<file path="src/hw/rtl/ckst_pkg.sv">
`timescale 1ns / 1ps
`default_nettype none
// ----------------------------------------------------------------------------
// ckst_pkg
// Shared types, constants and keyframe angle table for the cubic keyframe
// servo trajectory block.
// ----------------------------------------------------------------------------
package ckst_pkg;

   localparam int ANGLE_BITS = 8;
   localparam int PULSE_BITS = 12;
   localparam int ROW_BITS   = 6;
   localparam int DUR_BITS   = 12;
   localparam int JOINT_MAX  = 8;
   localparam int JOINT_BITS = 3;
   localparam int QUOT_BITS  = 13;   // pulse offset quotient stays below 8192
   localparam int ROM_ROWS   = 40;
   localparam int ANGLE_SPAN = 180;
   localparam int PULSE_MAX  = 4095;

   // x / 180 == ((x >> 2) * ceil(2^24 / 45)) >> 24, exact for x below 2^20
   localparam int RECIP_MUL   = 372828;
   localparam int RECIP_BITS  = 19;
   localparam int RECIP_SHIFT = 24;

   localparam logic ACT_START = 1'b0;
   localparam logic ACT_TICK  = 1'b1;

   localparam logic REG_PULSE_LOW  = 1'b0;
   localparam logic REG_PULSE_HIGH = 1'b1;

   typedef struct packed {
      logic                action;
      logic [ROW_BITS-1:0] start_index;
      logic [ROW_BITS-1:0] end_index;
      logic [DUR_BITS-1:0] duration_ms;
   } req_type;

   typedef struct packed {
      logic [PULSE_BITS-1:0] pulse_joint0;
      logic [PULSE_BITS-1:0] pulse_joint1;
      logic [PULSE_BITS-1:0] pulse_joint2;
      logic [PULSE_BITS-1:0] pulse_joint3;
      logic [PULSE_BITS-1:0] pulse_joint4;
      logic [PULSE_BITS-1:0] pulse_joint5;
      logic [PULSE_BITS-1:0] pulse_joint6;
      logic [PULSE_BITS-1:0] pulse_joint7;
      logic [ROW_BITS-1:0]   segment_row;
      logic                  move_done;
   } rsp_type;

   // joint 0 sits in the top byte of a row
   function automatic logic [ANGLE_BITS-1:0] rom_angle(input logic [ROW_BITS-1:0] row,
                                                       input logic [JOINT_BITS-1:0] joint);
      logic [JOINT_MAX*ANGLE_BITS-1:0] r;
      logic [JOINT_BITS-1:0]           pos;
      unique case (row)
         6'd0:  r = {8'd47, 8'd156,8'd137,8'd32, 8'd100,8'd80, 8'd90, 8'd90};
         6'd1:  r = {8'd47, 8'd156,8'd137,8'd32, 8'd100,8'd10, 8'd90, 8'd15};
         6'd2:  r = {8'd47, 8'd156,8'd137,8'd32, 8'd170,8'd10, 8'd160,8'd15};
         6'd3:  r = {8'd47, 8'd144,8'd149,8'd32, 8'd170,8'd35, 8'd135,8'd15};
         6'd4:  r = {8'd47, 8'd131,8'd162,8'd32, 8'd170,8'd10, 8'd160,8'd15};
         6'd5:  r = {8'd35, 8'd131,8'd162,8'd44, 8'd145,8'd10, 8'd160,8'd40};
         6'd6:  r = {8'd22, 8'd131,8'd162,8'd57, 8'd170,8'd10, 8'd160,8'd15};
         6'd7:  r = {8'd47, 8'd156,8'd137,8'd32, 8'd145,8'd10, 8'd160,8'd40};
         6'd8:  r = {8'd72, 8'd181,8'd112,8'd7,  8'd170,8'd10, 8'd160,8'd15};
         6'd9:  r = {8'd47, 8'd156,8'd137,8'd32, 8'd170,8'd35, 8'd135,8'd15};
         6'd10: r = {8'd22, 8'd131,8'd162,8'd57, 8'd170,8'd10, 8'd160,8'd15};
         6'd11: r = {8'd47, 8'd156,8'd137,8'd32, 8'd170,8'd35, 8'd135,8'd15};
         6'd12: r = {8'd72, 8'd180,8'd112,8'd7,  8'd170,8'd10, 8'd160,8'd15};
         6'd13: r = {8'd47, 8'd156,8'd137,8'd32, 8'd145,8'd10, 8'd160,8'd40};
         6'd14: r = {8'd22, 8'd131,8'd162,8'd57, 8'd170,8'd10, 8'd160,8'd15};
         6'd15: r = {8'd47, 8'd156,8'd137,8'd32, 8'd170,8'd10, 8'd160,8'd15};
         6'd16: r = {8'd97, 8'd106,8'd87, 8'd82, 8'd120,8'd10, 8'd160,8'd65};
         6'd17: r = {8'd147,8'd56, 8'd37, 8'd132,8'd170,8'd10, 8'd160,8'd15};
         6'd18: r = {8'd97, 8'd106,8'd87, 8'd82, 8'd170,8'd60, 8'd110,8'd15};
         6'd19: r = {8'd47, 8'd156,8'd137,8'd32, 8'd170,8'd10, 8'd160,8'd15};
         6'd20: r = {8'd97, 8'd106,8'd87, 8'd82, 8'd170,8'd60, 8'd110,8'd15};
         6'd21: r = {8'd147,8'd56, 8'd37, 8'd132,8'd170,8'd10, 8'd160,8'd15};
         6'd22: r = {8'd97, 8'd106,8'd87, 8'd82, 8'd120,8'd10, 8'd160,8'd65};
         6'd23: r = {8'd47, 8'd156,8'd137,8'd32, 8'd170,8'd10, 8'd160,8'd15};
         6'd24: r = {8'd147,8'd56, 8'd37, 8'd132,8'd170,8'd10, 8'd160,8'd15};
         6'd25: r = {8'd147,8'd106,8'd87, 8'd132,8'd170,8'd60, 8'd110,8'd15};
         6'd26: r = {8'd147,8'd156,8'd137,8'd132,8'd170,8'd10, 8'd160,8'd15};
         6'd27: r = {8'd97, 8'd156,8'd137,8'd82, 8'd120,8'd10, 8'd160,8'd65};
         6'd28: r = {8'd47, 8'd156,8'd137,8'd32, 8'd170,8'd10, 8'd160,8'd15};
         6'd29: r = {8'd22, 8'd131,8'd162,8'd57, 8'd170,8'd10, 8'd160,8'd15};
         6'd30: r = {8'd22, 8'd144,8'd149,8'd57, 8'd170,8'd35, 8'd135,8'd15};
         6'd31: r = {8'd22, 8'd156,8'd137,8'd57, 8'd170,8'd10, 8'd160,8'd15};
         6'd32: r = {8'd35, 8'd156,8'd137,8'd44, 8'd145,8'd10, 8'd160,8'd40};
         6'd33: r = {8'd47, 8'd156,8'd137,8'd32, 8'd170,8'd10, 8'd160,8'd15};
         6'd34: r = {8'd72, 8'd180,8'd112,8'd7,  8'd170,8'd10, 8'd160,8'd15};
         6'd35: r = {8'd72, 8'd168,8'd124,8'd7,  8'd170,8'd35, 8'd135,8'd15};
         6'd36: r = {8'd72, 8'd156,8'd137,8'd7,  8'd170,8'd10, 8'd160,8'd15};
         6'd37: r = {8'd60, 8'd156,8'd137,8'd19, 8'd145,8'd10, 8'd160,8'd40};
         6'd38: r = {8'd47, 8'd156,8'd137,8'd32, 8'd170,8'd10, 8'd160,8'd15};
         6'd39: r = {8'd47, 8'd156,8'd137,8'd32, 8'd100,8'd80, 8'd90, 8'd90};
         default: r = '0;
      endcase
      pos = 3'(JOINT_MAX - 1) - joint;
      return r[pos*ANGLE_BITS +: ANGLE_BITS];
   endfunction

endpackage
`default_nettype wire

</file>
<file path="src/hw/rtl/ckst_div.sv">
`timescale 1ns / 1ps
`default_nettype none
// ----------------------------------------------------------------------------
// ckst_div
// Shared restoring divider, one quotient bit per cycle.
// ----------------------------------------------------------------------------
module ckst_div
   import ckst_pkg::*;
#(
   parameter int NW = 44
) (
   input  wire logic                 clock,
   input  wire logic                 reset,
   input  wire logic                 start,
   input  wire logic [NW-1:0]        dividend,
   input  wire logic [NW-1:0]        divisor,
   output logic                      done,
   output logic [QUOT_BITS-1:0]      quotient
);

   localparam int SW = NW + QUOT_BITS - 1;
   localparam int CB = $clog2(QUOT_BITS);

   logic [SW-1:0]        rem_ff;
   logic [SW-1:0]        dsr_ff;
   logic [QUOT_BITS-1:0] quot_ff;
   logic [CB-1:0]        cnt_ff;
   logic                 busy_ff;
   logic                 done_ff;
   logic                 fits;

   assign fits = rem_ff >= dsr_ff;

   always_ff @(posedge clock) begin
      if (reset) begin
         busy_ff <= 1'b0;
         done_ff <= 1'b0;
         cnt_ff  <= '0;
      end else begin
         done_ff <= 1'b0;
         if (start) begin
            busy_ff <= 1'b1;
            cnt_ff  <= CB'(QUOT_BITS - 1);
         end else if (busy_ff) begin
            cnt_ff <= cnt_ff - 1'b1;
            if (cnt_ff == '0) begin
               busy_ff <= 1'b0;
               done_ff <= 1'b1;
            end
         end
      end
   end

   always_ff @(posedge clock) begin
      if (start) begin
         rem_ff  <= SW'(dividend);
         dsr_ff  <= {divisor, {(QUOT_BITS-1){1'b0}}};
         quot_ff <= '0;
      end else if (busy_ff) begin
         if (fits) rem_ff <= rem_ff - dsr_ff;
         dsr_ff  <= dsr_ff >> 1;
         quot_ff <= {quot_ff[QUOT_BITS-2:0], fits};
      end
   end

   assign done     = done_ff;
   assign quotient = quot_ff;

endmodule
`default_nettype wire

</file>
<file path="config.mk">
export PLATFORM = sky130hd
export DESIGN_NAME = ckst_div
export DESIGN_NICKNAME = d
export VERILOG_FILES = /design/src/hw/rtl/ckst_pkg.sv /design/src/hw/rtl/ckst_div.sv
export SDC_FILE = /design/constraint.sdc
export NUM_CORES = 1
export LEC_CHECK = 0
export BUFFER_PORTS_ARGS = -buffer_cell sky130_fd_sc_hd__buf_2
export CAP_MARGIN = 20
export CORE_ASPECT_RATIO = 0.8
export CORE_MARGIN = 8
export CORE_UTILIZATION = 60
export DETAILED_ROUTE_END_ITERATION = 10
export HOLD_SLACK_MARGIN = 0.15
export PLACE_DENSITY = 0.9
export SLEW_MARGIN = 10
export SYNTH_ARGS = -nofsm -noshare
export SYNTH_HDL_FRONTEND = slang
export SYNTH_SLANG_ARGS = --single-unit
</file>
<file path="constraint.sdc">
create_clock -name clock -period 6.4 [get_ports clock]
set_input_delay 0.96 -clock clock [delete_from_list [all_inputs] [get_ports clock]]
set_output_delay 0.96 -clock clock [all_outputs]
set_load 0.02 [all_outputs]
</file>
==> results of run 1 <==
==> cells by family after synthesis <==
kind of cell,after synthesis
buffers and inverters,133
AND/OR/NAND/NOR,348
flip-flops,131
adder cells (fa/ha/maj),59
multiplexers,24
AO/OA/AOI/OAI,310
XOR/XNOR,46
==> flip-flops by register name (all words and copies together), names as in the netlist <==
register / count
quotient: 13
done: 1
rem_ff: 56
dsr_ff: 56
busy_ff: 1
cnt_ff: 4
==> worst min path at each step <==
stage	slack [ps]	to	start	cells past startpoint
floorplan	430	rem_ff[48]	rem_ff[48]	2
global placement	440	rem_ff[53]	rem_ff[53]	2
detailed placement	450	rem_ff[48]	rem_ff[48]	2
CTS	460	rem_ff[48]	rem_ff[48]	2
global route	470	rem_ff[48]	rem_ff[48]	2
finish	460	rem_ff[48]	rem_ff[48]	2
==> metal layers <==
layer | vias to the layer above | wire, µm | GRT usage (%)
li1 | 3881 | - | -
met2 | 375 | 9980 | 35.4
met4 | 0 | 416 | 7.96
met5 | - | 0 | 0
met3 | 44 | 2050 | 5.97
met1 | 3602 | 9960 | 31.1
==> synthesized netlist by cell type (3+ instances only) <==
cell type    n  area [µm²]
nor2b_1      7        43.8
xor2_1      20         175
nand2_1    192         721
nand2b_1     6        37.5
nor4_1       7        43.8
a221oi_1     4        35.0
nor2_1      61         229
edfxtp_1    88        2640
and2_1       5        31.3
dfxtp_1     43         861
nor3_1      11        55.1
a21boi_0     4        30.0
buf_1        6        22.5
o21ai_1     21         105
nor4b_1      3        26.3
a211o_1      3        26.3
a211oi_1     5        37.5
a21oi_1     69         345
mux2i_1     24         240
and3_1       9        56.3
buf_2       10        50.1
a221o_1      3        30.0
xnor2_1     26         228
nand3_1     19        95.1
o21ai_0    108         541
ha_1        58         726
nand4_1     16         100
inv_1       73         274
o31ai_1      7        52.6
a21o_1      21         158
o211ai_1     7        52.6
a31oi_1     11        68.8
o21a_1       8        60.1
o21bai_1    11        82.6
clkbuf_1    42         158
==> stage by stage <==
stage / worst slack, ps / cell area, µm²
after floorplan: 2960 / 8870
after global placement: 2680 / 9420
after detailed placement: 2470 / 9420
after CTS: 2410 / 10000
after global routing: 2120 / 10100
final: 2390 / 10100
==> tightest hold or removal path, delay by kind of cell (launching register included) <==
family           cells  cell delay [ps]
flip-flops           1              310
AO/OA/AOI/OAI        1               50
AND/OR/NAND/NOR      1               50
==> area by class of cell <==
| type | instances | area share [%] |
|---|---|---|
| Tap cell | 184 | 2.29 |
| Clock inverter | 10 | 0.920 |
| Clock buffer | 22 | 5.14 |
| Timing Repair Buffer | 108 | 5.73 |
| Sequential cell | 131 | 34.8 |
| Inverter | 75 | 2.80 |
| Multi-Input combinational cell | 787 | 48.3 |
==> power breakdown <==
group          switching [mW]  internal (mW)
clock network           0.378          0.612
registers              0.0329           1.00
logic                   0.563          0.345
==> results.toml, run 1 <==
[sta]
totalNegativeSetupSlack_ps = 0
slew_headroom_pct = 31.2
finClkSkew_ps = 6.14
fmax_ghz = 0.249
finalHoldViolCount = 0
slew_violations = 0
rsz0062_at_grt = "no"
tightest_slew_ps = 1030
fin_crit_sh_pct = 62.6
whs_ps = 456
layout_min_cycle_time_ps = 4010
setup_violations = 0

[die]
die_w_um = 152
dieArea_mm2 = 0.0190
start_util_pct = 61.9
num_io_pins = 105
fp-row-count = 39
dieHeight_um = 125
design.core.area_mm2 = 0.0143

[synth]
yosys.area_share.xor_xnor_pct = 4.54
avgSynthCellArea_um2 = 8.44
synthAdderAreaFrac_pct = 8.40
syn_area_mm2 = 0.00887
synth_edf_count = 88
synth_top_family_by_area = "compound AO/OA/AOI/OAI gates"
yosysUniqueCellTypes = 71
synth.net_count = 1201
postSynthCellCount = 1051
ys_seq_area_share_pct = 39.5
ys.warnings.count = 0
synth_simple_gate_area_share_pct = 17.2
ys_ff_latch = 131
ys.flop_type = "edfxtp_1"
ys_async_sr_fraction_pct = 0
synth_compound_area_share_pct = 21.9
synthMuxAreaShare_pct = 2.71

[routing]
routed_wl_um = 22400
dr.first_iter.drc_count = 945
drt_pre_antenna_iters = 5
antenna_left = 0
vias_per_cell = 6.00
vias = 7902
wl_per_cell_um = 17.0
route.detailed.drc = 0

[cells_and_area]
mostFrequentLayoutCell = "nand2_1"
fin_util_pct = 70.1
register_area_mm2 = 0.00350
antennaDiodeCount = 0
fin_cells = 1317
layout_common_cells = "nand2_1 (192), o21ai_0 (108), buf_2 (103)"
nFillCells = 1112
nNetsFinal = 1270
drive_gt1_share_pct = 13.9
multi_input_area_mm2 = 0.00486
areaGrowthSynthToFinish_pct = 13.4

[run]
drv_cap = 0

[worst_setup_path]
r2r_start = "rem_ff[27]"
reg2reg_depth = 10
timing.rr.end = "rem_ff[8]"
crit_start = "rem_ff[27]"
path_depth = 10
crit_slowest_cell = "buf_4"
worstSetupEndpointType = "flip-flop"
crit_buf_inv = 2
startpoint_type = "flip-flop"
cp.required_ps = 6470
critPathKind = "reg2reg"
r2r_slack_ps = 2390
cpLargestDelayFamily = "buffers and inverters"
crit_end = "rem_ff[8]"
cp_max_fo = 32
cpPeakStageDelay_ps = 530
crit_chain = "ha_1 -> and3_1 -> nand3_1 -> nand3b_1 -> a311o_1 -> a31oi_1 -> o21a_1 -> nor2_1 -> inv_1 -> buf_4"
critical_path_arrival_ps = 4080

[clock_tree]
numCtsBuffers = 17
cts_tree = "built"
cts_root_buf = "clkbuf_16"
cts_post_setup_buffers_inserted = 0
post_cts_resized = 0
clk_latency_ps = 430
cts.sinks = 131
clk_pin_slew_worst_paths_ps = 60
cts-hold-fix-buffers = 0
cts_max_level = 4
clock_path_buffers = 2

[place]
placed_cells = 1284
dp_hpwl_um = 16000
io_buffers = 104
gp_congestion = 0.949

[global_routing]
grt_start_max_net_pins = 115
track_usage_pct = 23.2
antenna_found_initial = 0
grt_pass1_vias = 7567
grt_pass1_wl_um = 36700
grt_overflow = 0

[hold_path]
worstHoldPathType = "reg2reg"

[outcome]
status = "finished, final reports clean"

[power]
p_per_area_mw_per_mm2 = 292
power.leakage_nw = 4.25
power_mw = 2.94
vdd_drop_max_mv = 0.205
Note: power is estimated with default switching activity, not from simulation.
==> run 2: changes to the inputs <==
ABC_AREA = 1   (was unset)
PLACE_DENSITY = 0.89   (was 0.9)
clock period = 4.1 ns   (was 6.4 ns; I/O delays follow)
==> run 2 against run 1 <==
  * Combinational power grew 110%
  * Flip-flop and latch count unchanged
  * Sequential share of layout area fell by 4.1 points
  * Design area increased by 13%
  * Final cell count is 42% higher
  * Register-to-register slack got worse by 1500 ps
  * Fmax increased by 27%
  * Critical path depth rose by 3
  * Utilization down 1.1 points
  * Power is 74% higher
  * Clock skew rose by 13 ps
  * Critical path type unchanged
  * Largest power group is now combinational logic
==> results.toml, run 2 <==
[synth]
synth_top_area_share_pct = 26.2
syn_area_mm2 = 0.0101
yosys-top-cells-count = "nand2_1 (546), inv_1 (259), nor2_1 (123)"
ys_ff_latch = 131
postSynthCellCount = 1545
ys_async_sr_fraction_pct = 0
ys_seq_area_share_pct = 34.7
synthTopCellsByArea = "edfxtp_1 (26%), nand2_1 (20%), inv_1 (9.6%)"
synth.net_count = 1695
ys.warnings.count = 0
synth_most_common_cell = "nand2_1"
ys.flop_type = "edfxtp_1"
yosysUniqueCellTypes = 43
yosysTopAreaCell = "edfxtp_1"
avgSynthCellArea_um2 = 6.53
synth_edf_count = 88

[worst_setup_path]
cpLargestDelayFamily = "simple AND/OR/NAND/NOR gates"
critical_path_arrival_ps = 3230
worstSetupEndpointType = "flip-flop"
crit_buf_inv = 3
crit_slowest_cell = "buf_4"
cpPeakStageDelay_ps = 520
startpoint_type = "flip-flop"
cp_max_fo = 41
cp.required_ps = 4160
crit_chain = "inv_1 -> ha_1 -> nand2_1 -> nor2_1 -> inv_1 -> nor2_2 -> nand2_1 -> nor3_2 -> nand2_1 -> nand3_2 -> nand2_4 -> nand2_2 -> buf_4"
critPathKind = "reg2reg"
crit_top_cell = "nand2_1"

[cells_and_area]
drive_gt1_share_pct = 11.0
mostFrequentLayoutCell = "nand2_1"
fin_util_pct = 69.0
nNetsFinal = 1788
areaGrowthSynthToFinish_pct = 12.8
antennaDiodeCount = 0
layout_common_cells = "nand2_1 (544), inv_1 (258), nor2_1 (123)"

[sta]
rsz0062_at_grt = "no"
setup_violations = 0
finalHoldViolCount = 0
layout_min_cycle_time_ps = 3160
slew_headroom_pct = 56.3
finClkSkew_ps = 19.0
fmax_ghz = 0.316
fin_crit_sh_pct = 77.1
tightest_slew_ps = 656
totalNegativeSetupSlack_ps = 0
slew_violations = 0

[global_routing]
antenna_found_initial = 0
met1_usage_pct = 42.5
track_usage_pct = 29.2
met3_usage_pct = 5.37
use_met2_pct = 42.4
grt_pass1_wl_um = 49900
top_usage_layer = "met1"
grt_overflow = 0
grt_pass1_vias = 9664
grt_start_max_net_pins = 73

[routing]
routed_wl_um = 31400
wl_per_cell_um = 16.8
vias = 10300
route.detailed.drc = 0
antenna_left = 0
drt_pre_antenna_iters = 6
dr.first_iter.drc_count = 1320
vias_per_cell = 5.52

[clock_tree]
clk_latency_ps = 440
cts.sinks = 131
cts_root_buf = "clkbuf_16"
numCtsBuffers = 17
cts_max_level = 4
cts-hold-fix-buffers = 0
clk_pin_slew_worst_paths_ps = 70
cts_post_setup_buffers_inserted = 0
clock_path_buffers = 2
cts_tree = "built"
post_cts_resized = 0

[run]
drv_cap = 0

[power]
power.leakage_nw = 6.04
p_per_area_mw_per_mm2 = 447
vdd_drop_max_mv = 0.362

[place]
dp_hpwl_um = 23600
gp_congestion = 1.04
io_buffers = 104

[die]
num_io_pins = 105
design.core.area_mm2 = 0.0165
start_util_pct = 61.2
dieHeight_um = 132
die_w_um = 161
dieArea_mm2 = 0.0213
fp-row-count = 42

[hold_path]
worstHoldPathType = "in2reg"

[outcome]
status = "finished, final reports clean"
-- run 2: kinds of logic (layout without fill, tap and decap cells) --
family	after synthesis	in the layout	synth area share, %
AO/OA/AOI/OAI	176	176	9.43
XOR/XNOR	17	17	1.47
adder cells (fa/ha/maj)	59	59	7.39
buffers and inverters	301	407	11.3
flip-flops	131	131	34.7
AND/OR/NAND/NOR	861	861	35.7
-- run 2: cell type report --
class,count,area (µm²)
Sequential cell,131,3500
Clock buffer,21,462
Multi-Input combinational cell,1113,5460
Fill cell,1443,5110
Clock inverter,11,125
Timing Repair Buffer,111,576
Tap cell,220,275
Inverter,264,992
-- run 2: report_power, final --
part / total, mW / internal [mW] / switching, mW
clock network: 1.56 / 0.934 / 0.628
registers: 1.65 / 1.59 / 0.0642
logic: 1.88 / 0.600 / 1.28
total: 5.10 / 3.12 / 1.97
-- run 2: worst paths after layout --
kind                                 start         end  slack [ps]  cells after the start
worst max-delay path            dsr_ff[36]   rem_ff[8]         940                     13
worst min-delay path                 reset   cnt_ff[3]         360                      2
worst max register to register  dsr_ff[36]   rem_ff[8]         940                     13
worst min register to register  dsr_ff[11]  dsr_ff[10]         480                      2
-- run 2: layer usage --
layer  routed length [µm]  vias to the layer above
met5                    0                        -
met4                  787                        0
met3                 3240                       70
met2                12900                      574
met1                14400                     4606
li1                     -                     5083
-- run 2: metrics by stage --
| step | area (µm²) | std cells | worst slack (ps) | hold WS [ps] | power (mW) |
|---|---|---|---|---|---|
| after floorplan | 10100 | 1545 | 911 | 442 | 2.94 |
| after global placement | 10800 | 1839 | 1140 | 453 | 3.41 |
| after detailed placement | 10800 | 1839 | 1030 | 466 | 3.46 |
| after CTS | 11400 | 1871 | 986 | 349 | 5.03 |
| after global routing | 11400 | 1871 | 741 | 350 | 5.34 |
| final | 11400 | 1871 | 937 | 355 | 5.10 |
